## src/hw/rtl/ptts_pkg.sv

```systemverilog
// Shared types and constants for the periodic task tick scheduler.
// No dependencies; the remainder unit, slot table and top level refer to it by scoped names.
package ptts_pkg;

    localparam int SLOTS  = 8;
    localparam int IDX_W  = (SLOTS > 1) ? $clog2(SLOTS) : 1;
    localparam int DATA_W = 32;
    localparam int MASK_W = 8;
    localparam int CNT_W  = $clog2(DATA_W + 1);

    localparam logic OP_TICK     = 1'b0;
    localparam logic OP_REGISTER = 1'b1;

    localparam logic STATUS_OK   = 1'b0;
    localparam logic STATUS_BUSY = 1'b1;

    typedef logic [IDX_W-1:0]  idx_t;
    typedef logic [DATA_W-1:0] data_t;
    typedef logic [MASK_W-1:0] mask_t;
    typedef logic [CNT_W-1:0]  cnt_t;

    typedef struct packed {
        logic  valid;
        logic  action;
        data_t period;
        data_t delay;
    } slot_entry_t;

    typedef struct packed {
        logic  claim_en;
        idx_t  claim_idx;
        logic  claim_action;
        data_t claim_period;
        data_t claim_delay;
        logic  dec_en;
        idx_t  dec_idx;
        data_t dec_value;
    } tbl_cmd_t;

    typedef struct packed {
        logic done;
        logic zero;
    } rem_status_t;

endpackage

```

## src/hw/rtl/ptts_rem_unit.sv

```systemverilog
// Bit-serial restoring remainder unit: tests dividend mod divisor for zero.
// Depends on ptts_pkg; one quotient bit per cycle.
module ptts_rem_unit (
    input  logic                  aclk,
    input  logic                  aresetn,
    input  logic                  start,
    input  ptts_pkg::data_t       dividend,
    input  ptts_pkg::data_t       divisor,
    output ptts_pkg::rem_status_t rem_status
);

    ptts_pkg::cnt_t  cnt_reg, cnt_next;
    logic            done_reg, done_next;
    ptts_pkg::data_t r_reg, r_next;
    ptts_pkg::data_t q_reg, q_next;
    ptts_pkg::data_t d_reg, d_next;

    logic [ptts_pkg::DATA_W:0] r_shift;
    logic [ptts_pkg::DATA_W:0] r_diff;
    logic                      r_ge;

    // Shift in the next dividend bit and trial-subtract the divisor
    assign r_shift = {r_reg, q_reg[ptts_pkg::DATA_W-1]};
    assign r_diff  = r_shift - {1'b0, d_reg};
    assign r_ge    = (r_shift >= {1'b0, d_reg});

    always_comb begin
        cnt_next  = cnt_reg;
        done_next = 1'b0;
        r_next    = r_reg;
        q_next    = q_reg;
        d_next    = d_reg;
        if (start) begin
            cnt_next = ptts_pkg::cnt_t'(ptts_pkg::DATA_W);
            r_next   = '0;
            q_next   = dividend;
            d_next   = divisor;
        end else if (cnt_reg != '0) begin
            r_next   = r_ge ? r_diff[ptts_pkg::DATA_W-1:0]
                            : r_shift[ptts_pkg::DATA_W-1:0];
            q_next   = {q_reg[ptts_pkg::DATA_W-2:0], 1'b0};
            cnt_next = cnt_reg - 1'b1;
            if (cnt_reg == ptts_pkg::cnt_t'(1)) begin
                done_next = 1'b1;
            end
        end
    end

    always_ff @(posedge aclk) begin
        if (!aresetn) begin
            cnt_reg  <= '0;
            done_reg <= 1'b0;
        end else begin
            cnt_reg  <= cnt_next;
            done_reg <= done_next;
        end
        r_reg <= r_next;
        q_reg <= q_next;
        d_reg <= d_next;
    end

    assign rem_status.done = done_reg;
    assign rem_status.zero = (r_reg == '0);

endmodule

```

## src/hw/rtl/ptts_slot_table.sv

```systemverilog
// Task slot table: valid bits with reset, action flag, period and delay.
// Depends on ptts_pkg; one scan read port, claim and delay-update writes.
module ptts_slot_table (
    input  logic                  aclk,
    input  logic                  aresetn,
    input  ptts_pkg::tbl_cmd_t    cmd,
    input  ptts_pkg::idx_t        rd_idx,
    output ptts_pkg::slot_entry_t rd_entry,
    output logic                  claim_taken
);

    logic [ptts_pkg::SLOTS-1:0] valid_reg;
    logic                       action_reg [ptts_pkg::SLOTS];
    ptts_pkg::data_t            period_reg [ptts_pkg::SLOTS];
    ptts_pkg::data_t            delay_reg  [ptts_pkg::SLOTS];

    // Valid bits clear on reset; a claimed slot stays valid
    always_ff @(posedge aclk) begin
        if (!aresetn) begin
            valid_reg <= '0;
        end else if (cmd.claim_en) begin
            valid_reg[cmd.claim_idx] <= 1'b1;
        end
    end

    // Payload columns: claim writes all, a countdown writes the delay
    always_ff @(posedge aclk) begin
        if (cmd.claim_en) begin
            action_reg[cmd.claim_idx] <= cmd.claim_action;
            period_reg[cmd.claim_idx] <= cmd.claim_period;
            delay_reg[cmd.claim_idx]  <= cmd.claim_delay;
        end else if (cmd.dec_en) begin
            delay_reg[cmd.dec_idx] <= cmd.dec_value;
        end
    end

    assign rd_entry.valid  = valid_reg[rd_idx];
    assign rd_entry.action = action_reg[rd_idx];
    assign rd_entry.period = period_reg[rd_idx];
    assign rd_entry.delay  = delay_reg[rd_idx];
    assign claim_taken     = valid_reg[cmd.claim_idx];

endmodule

```

## src/hw/rtl/periodic_task_tick_scheduler_core.sv

```systemverilog
// Periodic task tick scheduler, top level. Register item: the result passes the DONE state, then the output register.
// Tick item: each slot is visited once, and a slot whose remainder test runs in the shared
// serial remainder unit waits for that unit before the scan moves on.
// One item at a time; the next input is taken in the cycle after the result is handed to the
// output register, which may still wait on m_ready. Synchronous active-low reset clears the
// time count, slot valid bits and all control state; no clearing pass is needed.
module periodic_task_tick_scheduler_core (
    input  logic                     aclk,
    input  logic                     aresetn,
    input  logic                     s_valid,
    output logic                     s_ready,
    input  logic                     s_operation,
    input  logic [2:0]               s_slot,
    input  logic [31:0]              s_period,
    input  logic [31:0]              s_first_delay,
    input  logic                     s_callback_present,
    output logic                     m_valid,
    input  logic                     m_ready,
    output logic                     m_status,
    output logic [7:0]               m_fired_mask
);

    localparam logic [1:0] ST_IDLE  = 2'd0;
    localparam logic [1:0] ST_VISIT = 2'd1;
    localparam logic [1:0] ST_WAIT  = 2'd2;
    localparam logic [1:0] ST_DONE  = 2'd3;

    logic [1:0]              state_reg, state_next;
    ptts_pkg::idx_t          idx_reg, idx_next;
    ptts_pkg::mask_t         mask_reg, mask_next;
    logic                    status_reg, status_next;
    ptts_pkg::data_t         tick_reg, tick_next;
    logic                    m_valid_reg, m_valid_next;
    logic                    m_status_reg, m_status_next;
    ptts_pkg::mask_t         m_mask_reg, m_mask_next;

    ptts_pkg::tbl_cmd_t      tbl_cmd;
    ptts_pkg::slot_entry_t   entry;
    logic                    claim_taken;
    logic                    rem_start;
    ptts_pkg::rem_status_t   rem_stat;
    logic                    s_xfer;
    logic                    slot_in_range;
    logic                    last_slot;
    ptts_pkg::mask_t         hit_bit;

    ptts_slot_table u_table (
        .aclk        (aclk),
        .aresetn     (aresetn),
        .cmd         (tbl_cmd),
        .rd_idx      (idx_reg),
        .rd_entry    (entry),
        .claim_taken (claim_taken)
    );

    ptts_rem_unit u_rem (
        .aclk       (aclk),
        .aresetn    (aresetn),
        .start      (rem_start),
        .dividend   (tick_reg),
        .divisor    (entry.period),
        .rem_status (rem_stat)
    );

    assign s_ready       = (state_reg == ST_IDLE);
    assign s_xfer        = s_valid && s_ready;
    assign slot_in_range = (32'(s_slot) < 32'(ptts_pkg::SLOTS));
    assign last_slot     = (idx_reg == ptts_pkg::idx_t'(ptts_pkg::SLOTS - 1));

    // Mask bit of the slot under visit; slots past the mask width get none
    always_comb begin
        hit_bit = '0;
        for (int i = 0; i < ptts_pkg::MASK_W; i++) begin
            if (i < ptts_pkg::SLOTS && idx_reg == ptts_pkg::idx_t'(i)) begin
                hit_bit[i] = 1'b1;
            end
        end
    end

    // Sequencer: claim, slot scan, remainder wait, output hand-off
    always_comb begin
        state_next    = state_reg;
        idx_next      = idx_reg;
        mask_next     = mask_reg;
        status_next   = status_reg;
        tick_next     = tick_reg;
        m_valid_next  = m_valid_reg;
        m_status_next = m_status_reg;
        m_mask_next   = m_mask_reg;
        rem_start     = 1'b0;

        tbl_cmd              = '0;
        tbl_cmd.claim_idx    = ptts_pkg::idx_t'(s_slot);
        tbl_cmd.claim_action = s_callback_present;
        tbl_cmd.claim_period = s_period;
        tbl_cmd.claim_delay  = s_first_delay;
        tbl_cmd.dec_idx      = idx_reg;
        tbl_cmd.dec_value    = entry.delay - 1'b1;

        // Drop the output once taken
        if (m_valid_reg && m_ready) begin
            m_valid_next = 1'b0;
        end

        unique case (state_reg)
            ST_IDLE: begin
                if (s_xfer) begin
                    if (s_operation == ptts_pkg::OP_REGISTER) begin
                        mask_next = '0;
                        if (slot_in_range && !claim_taken) begin
                            tbl_cmd.claim_en = 1'b1;
                            status_next      = ptts_pkg::STATUS_OK;
                        end else begin
                            status_next      = ptts_pkg::STATUS_BUSY;
                        end
                        state_next = ST_DONE;
                    end else begin
                        tick_next   = tick_reg + 1'b1;
                        idx_next    = '0;
                        mask_next   = '0;
                        status_next = ptts_pkg::STATUS_OK;
                        state_next  = ST_VISIT;
                    end
                end
            end
            ST_VISIT: begin
                if (entry.valid && entry.action && entry.delay == '0
                        && entry.period != '0) begin
                    rem_start  = 1'b1;
                    state_next = ST_WAIT;
                end else begin
                    if (entry.valid && entry.action && entry.delay != '0) begin
                        tbl_cmd.dec_en = 1'b1;
                    end
                    if (last_slot) begin
                        state_next = ST_DONE;
                    end else begin
                        idx_next = idx_reg + 1'b1;
                    end
                end
            end
            ST_WAIT: begin
                if (rem_stat.done) begin
                    if (rem_stat.zero) begin
                        mask_next = mask_reg | hit_bit;
                    end
                    if (last_slot) begin
                        state_next = ST_DONE;
                    end else begin
                        idx_next   = idx_reg + 1'b1;
                        state_next = ST_VISIT;
                    end
                end
            end
            ST_DONE: begin
                if (!m_valid_reg || m_ready) begin
                    m_valid_next  = 1'b1;
                    m_status_next = status_reg;
                    m_mask_next   = mask_reg;
                    state_next    = ST_IDLE;
                end
            end
            default: begin
                state_next = ST_IDLE;
            end
        endcase
    end

    always_ff @(posedge aclk) begin
        if (!aresetn) begin
            state_reg   <= ST_IDLE;
            tick_reg    <= '0;
            m_valid_reg <= 1'b0;
        end else begin
            state_reg   <= state_next;
            tick_reg    <= tick_next;
            m_valid_reg <= m_valid_next;
        end
        idx_reg      <= idx_next;
        mask_reg     <= mask_next;
        status_reg   <= status_next;
        m_status_reg <= m_status_next;
        m_mask_reg   <= m_mask_next;
    end

    assign m_valid      = m_valid_reg;
    assign m_status     = m_status_reg;
    assign m_fired_mask = m_mask_reg;

endmodule

```

## config.mk

```make
export PLATFORM = sky130hd
export DESIGN_NAME = periodic_task_tick_scheduler_core
export DESIGN_NICKNAME = d
export VERILOG_FILES = /design/src/hw/rtl/ptts_pkg.sv /design/src/hw/rtl/ptts_rem_unit.sv /design/src/hw/rtl/ptts_slot_table.sv /design/src/hw/rtl/periodic_task_tick_scheduler_core.sv
export SDC_FILE = /design/constraint.sdc
export NUM_CORES = 1
export LEC_CHECK = 0
export BUFFER_PORTS_ARGS = -buffer_cell sky130_fd_sc_hd__buf_2
export CORE_ASPECT_RATIO = 0.75
export CORE_MARGIN = 4
export CORE_UTILIZATION = 60
export DETAILED_ROUTE_END_ITERATION = 8
export PLACE_DENSITY_LB_ADDON = 0.3
export SLEW_MARGIN = 20
export SYNTH_ARGS = -nofsm -noshare
export SYNTH_HDL_FRONTEND = slang
export SYNTH_SLANG_ARGS = --single-unit
export TNS_END_PERCENT = 50
```

## constraint.sdc

```tcl
create_clock -name aclk -period 6.89 [get_ports aclk]
set_input_delay 1.0335 -clock aclk [delete_from_list [all_inputs] [get_ports aclk]]
set_output_delay 1.0335 -clock aclk [all_outputs]
set_load 0.005 [all_outputs]
```

Word level (Yosys, flattened, before mapping)

Memory sizes are Yosys's and may differ from the RTL's. A register that Yosys moved wholly into a read port is not among the register bits.
Cells that the tools add are included.
Widths: inputs -> output; s select.

Memory bits (writable): 520
Bits of input ports: 73
Bits in registers: 167
Memories kept: 3

Memories:

| name               | depth | bits a word | rd ports | clocked after memory_dff | wr ports | RTL line              | text |
|---|---|---|---|---|---|---|---|
| u_table.delay_reg  | 8     | 32          | 1        | 1                        | 1        | ptts_slot_table.sv:15 | `ptts_pkg::data_t delay_reg [ptts_pkg::SLOTS];` |
| u_table.period_reg | 8     | 32          | 1        | 1                        | 1        | ptts_slot_table.sv:14 | `ptts_pkg::data_t period_reg [ptts_pkg::SLOTS];` |
| u_table.action_reg | 8     | 1           | 1        | 1                        | 1        | ptts_slot_table.sv:13 | `logic action_reg [ptts_pkg::SLOTS];` |

Order comparisons: 4
Multiplexer cells: 62
Add/subtract/negate cells: 5
Reductions and logical operators: 28
Equality and inequality tests: 18
Bitwise operators: 5

Operators with widths:

| cell                  | number |
|---|---|
| $mux 32               | 4 |
| $logic_not 32->1      | 2 |
| $reduce_bool 32->1    | 2 |
| $ge 33x32->1          | 1 |
| $add 32x1->32 const B | 1 |
| $reduce_or 32->1      | 1 |
| $sub 32x1->32 const B | 1 |
| $sub 32x32->32        | 1 |
| $mux 1                | 31 |
| $mux 3                | 9 |
| $mux 8                | 3 |
| $or 8x8->8            | 2 |
| $pmux 8 s2            | 1 |
| $mux 2                | 7 |
| $eq 3x3->1 const B    | 4 |
| $mux 6                | 2 |
| $pmux 3 s3            | 1 |
| $lt 3x4->1 const B    | 2 |
| $ne 2x2->1 const B    | 4 |
| $pmux 2 s4            | 1 |
| $reduce_and 4->1      | 2 |
| $logic_and 1x1->1     | 7 |
| $bmux 1 s3            | 2 |
| $eq 3x2->1 const B    | 2 |
| other kinds (23)      | 29 |

Longest topological paths before layout

Word-level depth: 12
Mapped depth: 19

Hierarchy

From an unflattened synthesis, not the netlist that was laid out.

Cell total of the unflattened synthesis: 1850
Area, all modules: 29868.6 sq um

By module, submodules not included:

| module                            | area an instance (sq um) | times used | cells each | sequential area each (sq um) |
|---|---|---|---|---|
| ptts_slot_table                   | 20419.6                  | 1          | 852        | 15775.1 |
| ptts_rem_unit                     | 6058.3                   | 1          | 622        | 2702.6 |
| periodic_task_tick_scheduler_core | 3390.8                   | 1          | 376        | 1331.3 |

Least setup slack after synthesis

Ideal clock, no wire load.

Path kind: input -> register
Start point: input s_slot[1]
End point: memory u_table.action_reg[4], enable pin
Path buffers: 0
Path slack: 0.835 ns
Cell stages on the path: 5
Library setup time: 0.522 ns
Arrival: 5.533 ns
Required time: 6.368 ns
Path through: mux2_2 a221oi_1 o22ai_1 nand2b_1 nor4b_1

Word-level cells in the longest chain between the ends: 8

Ends and longest elaborated chain:

| item                         | RTL line                                 | text |
|---|---|---|
| start: declaration           | periodic_task_tick_scheduler_core.sv:13  | `input logic [2:0] s_slot,` |
| $bmux 1 s3                   | ptts_slot_table.sv:41                    | `assign claim_taken = valid_reg[cmd.claim_idx];` |
| $mux 1 (not written as such) | ptts_slot_table.sv:41                    |  |
| $mux 1                       | periodic_task_tick_scheduler_core.sv:110 | `if (slot_in_range && !claim_taken) begin` |
| $mux 1                       | periodic_task_tick_scheduler_core.sv:108 | `if (s_operation == ptts_pkg::OP_REGISTER) begin` |
| $mux 1                       | periodic_task_tick_scheduler_core.sv:107 | `if (s_xfer) begin` |
| $mux 1                       | periodic_task_tick_scheduler_core.sv:105 | `unique case (state_reg)` |
| $mux 1                       | ptts_slot_table.sv:28                    | `if (cmd.claim_en) begin` |
| $mux 1 (not written as such) | ptts_slot_table.sv:29                    | `action_reg[cmd.claim_idx] <= cmd.claim_action;` |
| end: declaration             | ptts_slot_table.sv:13                    |  |

Parallel ways exist; a longest one is shown, timed or not. The select of a mux whose other input is x is not followed.

==> results.sh <==
export IMPL_status="complete, no violations"
export IMPL_arrival_ps=5910
export IMPL_drive_gt1_share_pct=22.4
export IMPL_post_synth_top_area_fraction_pct=59.1
export IMPL_gp_congestion=0.906
export IMPL_fmax_mhz=179
export IMPL_synth_async_reset_ratio_pct=0
export IMPL_seq_area_frac_synth_pct=64.7
export IMPL_whs_ps=437
export IMPL_synth_area_top_cells="edfxtp_1 59%, mux4_2 9.7%, dfxtp_1 5.5%, mux2_2 3.3%, mux2i_1 2.1%"
export IMPL_firstDrtPassIters=5
export IMPL_power_leakage_uw=0.0114
export IMPL_wl_per_cell_um=24.5
export IMPL_peakVddDrop_mv=0.246
export IMPL_clockRootBuffer="clkbuf_16"
export IMPL_rsz0062_at_grt="false"
export IMPL_hold_violations=0
export IMPL_regArea_sq_um=19900
export IMPL_start_kind="flip-flop"
export IMPL_yosys_top_cells_count="605 x edfxtp_1, 161 x nor2_1, 132 x mux4_2"
export IMPL_multi_input_area_sq_um=10300
export IMPL_slew_violations=0
export IMPL_path_clk_slew_ps=60
export IMPL_grt_pass1_vias=17700
export IMPL_r2r_cells=10
export IMPL_clock_sinks=690
export IMPL_clk_latency_ps=630
export IMPL_num_vias=18300
export IMPL_synth_net_count=2114
export IMPL_die_w_um=269
export IMPL_overflow=0
export IMPL_synth_edff_count=605
export IMPL_synth_most_common_cell="edfxtp_1"
export IMPL_reg2reg_slack_ps=1300
export IMPL_synth_area_per_cell_sq_um=15.4
export IMPL_syn_to_final_growth_pct=10.8
export IMPL_critPathCaptureType="flip-flop"
export IMPL_netlist_instances=1995
export IMPL_fin_setup_tns_ps=0
export IMPL_die_area_sq_um=54900
export IMPL_final_area_sq_um=34000
export IMPL_ys_flop_type="edfxtp_1"
export IMPL_antenna_found_initial=9
export IMPL_crit_end="u_table.delay_reg[0][25]"
export IMPL_p_per_area_nw_per_um2=394
export IMPL_dp_hpwl_um=43800
export IMPL_drt_initial_drc_count=2185
export IMPL_hold_class="reg -> reg"
export IMPL_worstReg2RegEnd="u_table.delay_reg[0][25]"
export IMPL_io_pins=84
export IMPL_yosysTopAreaCell="edfxtp_1"
export IMPL_htree_levels=3
export IMPL_core_sq_um=50400
export IMPL_worstSetupPathType="reg -> reg"
export IMPL_worstMarginPinSlew_ps=1110
export IMPL_cts_setup_buffers=0
export IMPL_synth_cell_types=78
export IMPL_cts_tree="done"
export IMPL_cp_required_ps=7210
export IMPL_final_net_count=2206
export IMPL_maxSlewHeadroom_pct=25.9
export IMPL_cts_made_buffers=66
export IMPL_track_usage_pct=25.0
export IMPL_cts_buffer_depth=3
export IMPL_cap_viol_max_count=0
export IMPL_start_util_pct=61.0
export IMPL_worstPathMaxFanout=47
export IMPL_grt_max_degree=65
export IMPL_placed_area_sq_um=31900
export IMPL_via_per_inst=6.56
export IMPL_skew_ps=38.5
export IMPL_yosys_warnings=0
export IMPL_setup_viol=0
export IMPL_grt_pass1_wl_um=106000
export IMPL_rows=71
export IMPL_fin_crit_ps=5590
export IMPL_yosys_register_bits=690
export IMPL_io_buffers=83
export IMPL_fin_crit_sh_pct=81.1
export IMPL_fill_cells=3263
export IMPL_wirelength_um=68700
export IMPL_synth_area_sq_um=30700
export IMPL_ctsResizeCount=0
export IMPL_p_total_uw=13400
export IMPL_antenna_left=0
export IMPL_die_h_um=204
export IMPL_drc_errors=0
export IMPL_holdBufCountCts=0
[through the flow]
stage	util [%]	std cells	setup slack (ps)
6_report	67.6	2798	1300
5_1_grt	67.6	2796	1030
3_5_place_dp	63.3	2675	1360
2_1_floorplan	-	1995	835
3_3_place_gp	63.3	2675	1450
4_1_cts	67.5	2792	1330
[layer usage]
metal | global-route usage (%) | share of wire, % | up-vias
li1 | - | - | 8020
met4 | 5.82 | 1.9 | 6
met5 | 0 | 0.050 | -
met2 | 37.1 | 45 | 943
met3 | 6.14 | 10 | 106
met1 | 38.2 | 43 | 9269
[final cells by class]
cell class,instances,share of cell area [%]
multi-input combinational,1150,30.1
sequential,690,58.4
antenna,5,0.0368
tap,657,2.41
clock inverter,41,1.25
inverter,65,0.717
clock buffer,76,5.05
timing repair buffer,114,2.00
[cell families (layout without fill, tap and decap cells)]
family,after synthesis,count (layout),share of synthesized area (%)
AOI/OAI and AO/OA,234,234,5.09
xor gates and xnor gates,85,85,2.42
adders and majority gates,46,46,1.90
buffers and inverters,155,296,2.31
DFF,690,690,64.7
muxes,297,297,15.5
other,0,5,0
and+or+nand+nor,488,488,8.12
[worst min-delay path by stage]
stage	slack, ps	depth (start not counted)	from	to
2_1_floorplan	400	0	status_reg	m_status
3_3_place_gp	420	0	status_reg	m_status
3_5_place_dp	420	0	status_reg	m_status
4_1_cts	440	0	status_reg	m_status
5_1_grt	440	0	status_reg	m_status
6_report	440	0	status_reg	m_status
[where the power goes]
| group | switching (uW) | internal (uW) |
|---|---|---|
| Sequential | 437 | 5100 |
| Combinational | 2350 | 1930 |
| Clock | 1590 | 2010 |
| Total | 4380 | 9050 |
[layout by cell type, fill, tap and decap left out, drive strengths merged, types with 6 or more instances in the layout]
master	n
nand3	36
or4b	8
nor2	161
o21a	8
xnor2	50
and3	14
edfxtp	605
mux4	132
nand3b	6
xor2	35
nand2b	16
mux2	101
a21oi	58
mux2i	64
buf	114
nor2b	11
o22ai	14
ha	45
or3	16
a31oi	13
o21ai	33
inv	68
nand2	67
a211oi	37
nor3	71
clkbuf	76
clkinv	28
nand4	15
dfxtp	85
and2	15
o311ai	7
a21o	13
nor4	16
or4	16
[critical path: stages (launching register included)]
cell and delay (ps):
dfxtp_4 910, mux4_2 610, mux2i_1 400, and4_1 430
nand4_2 240, or4_1 630, o21a_2 590, nor3_1 280
a31oi_1 140, nor2_4 700, buf_4 310
No activity file was read; power rests on OpenSTA's default activity.
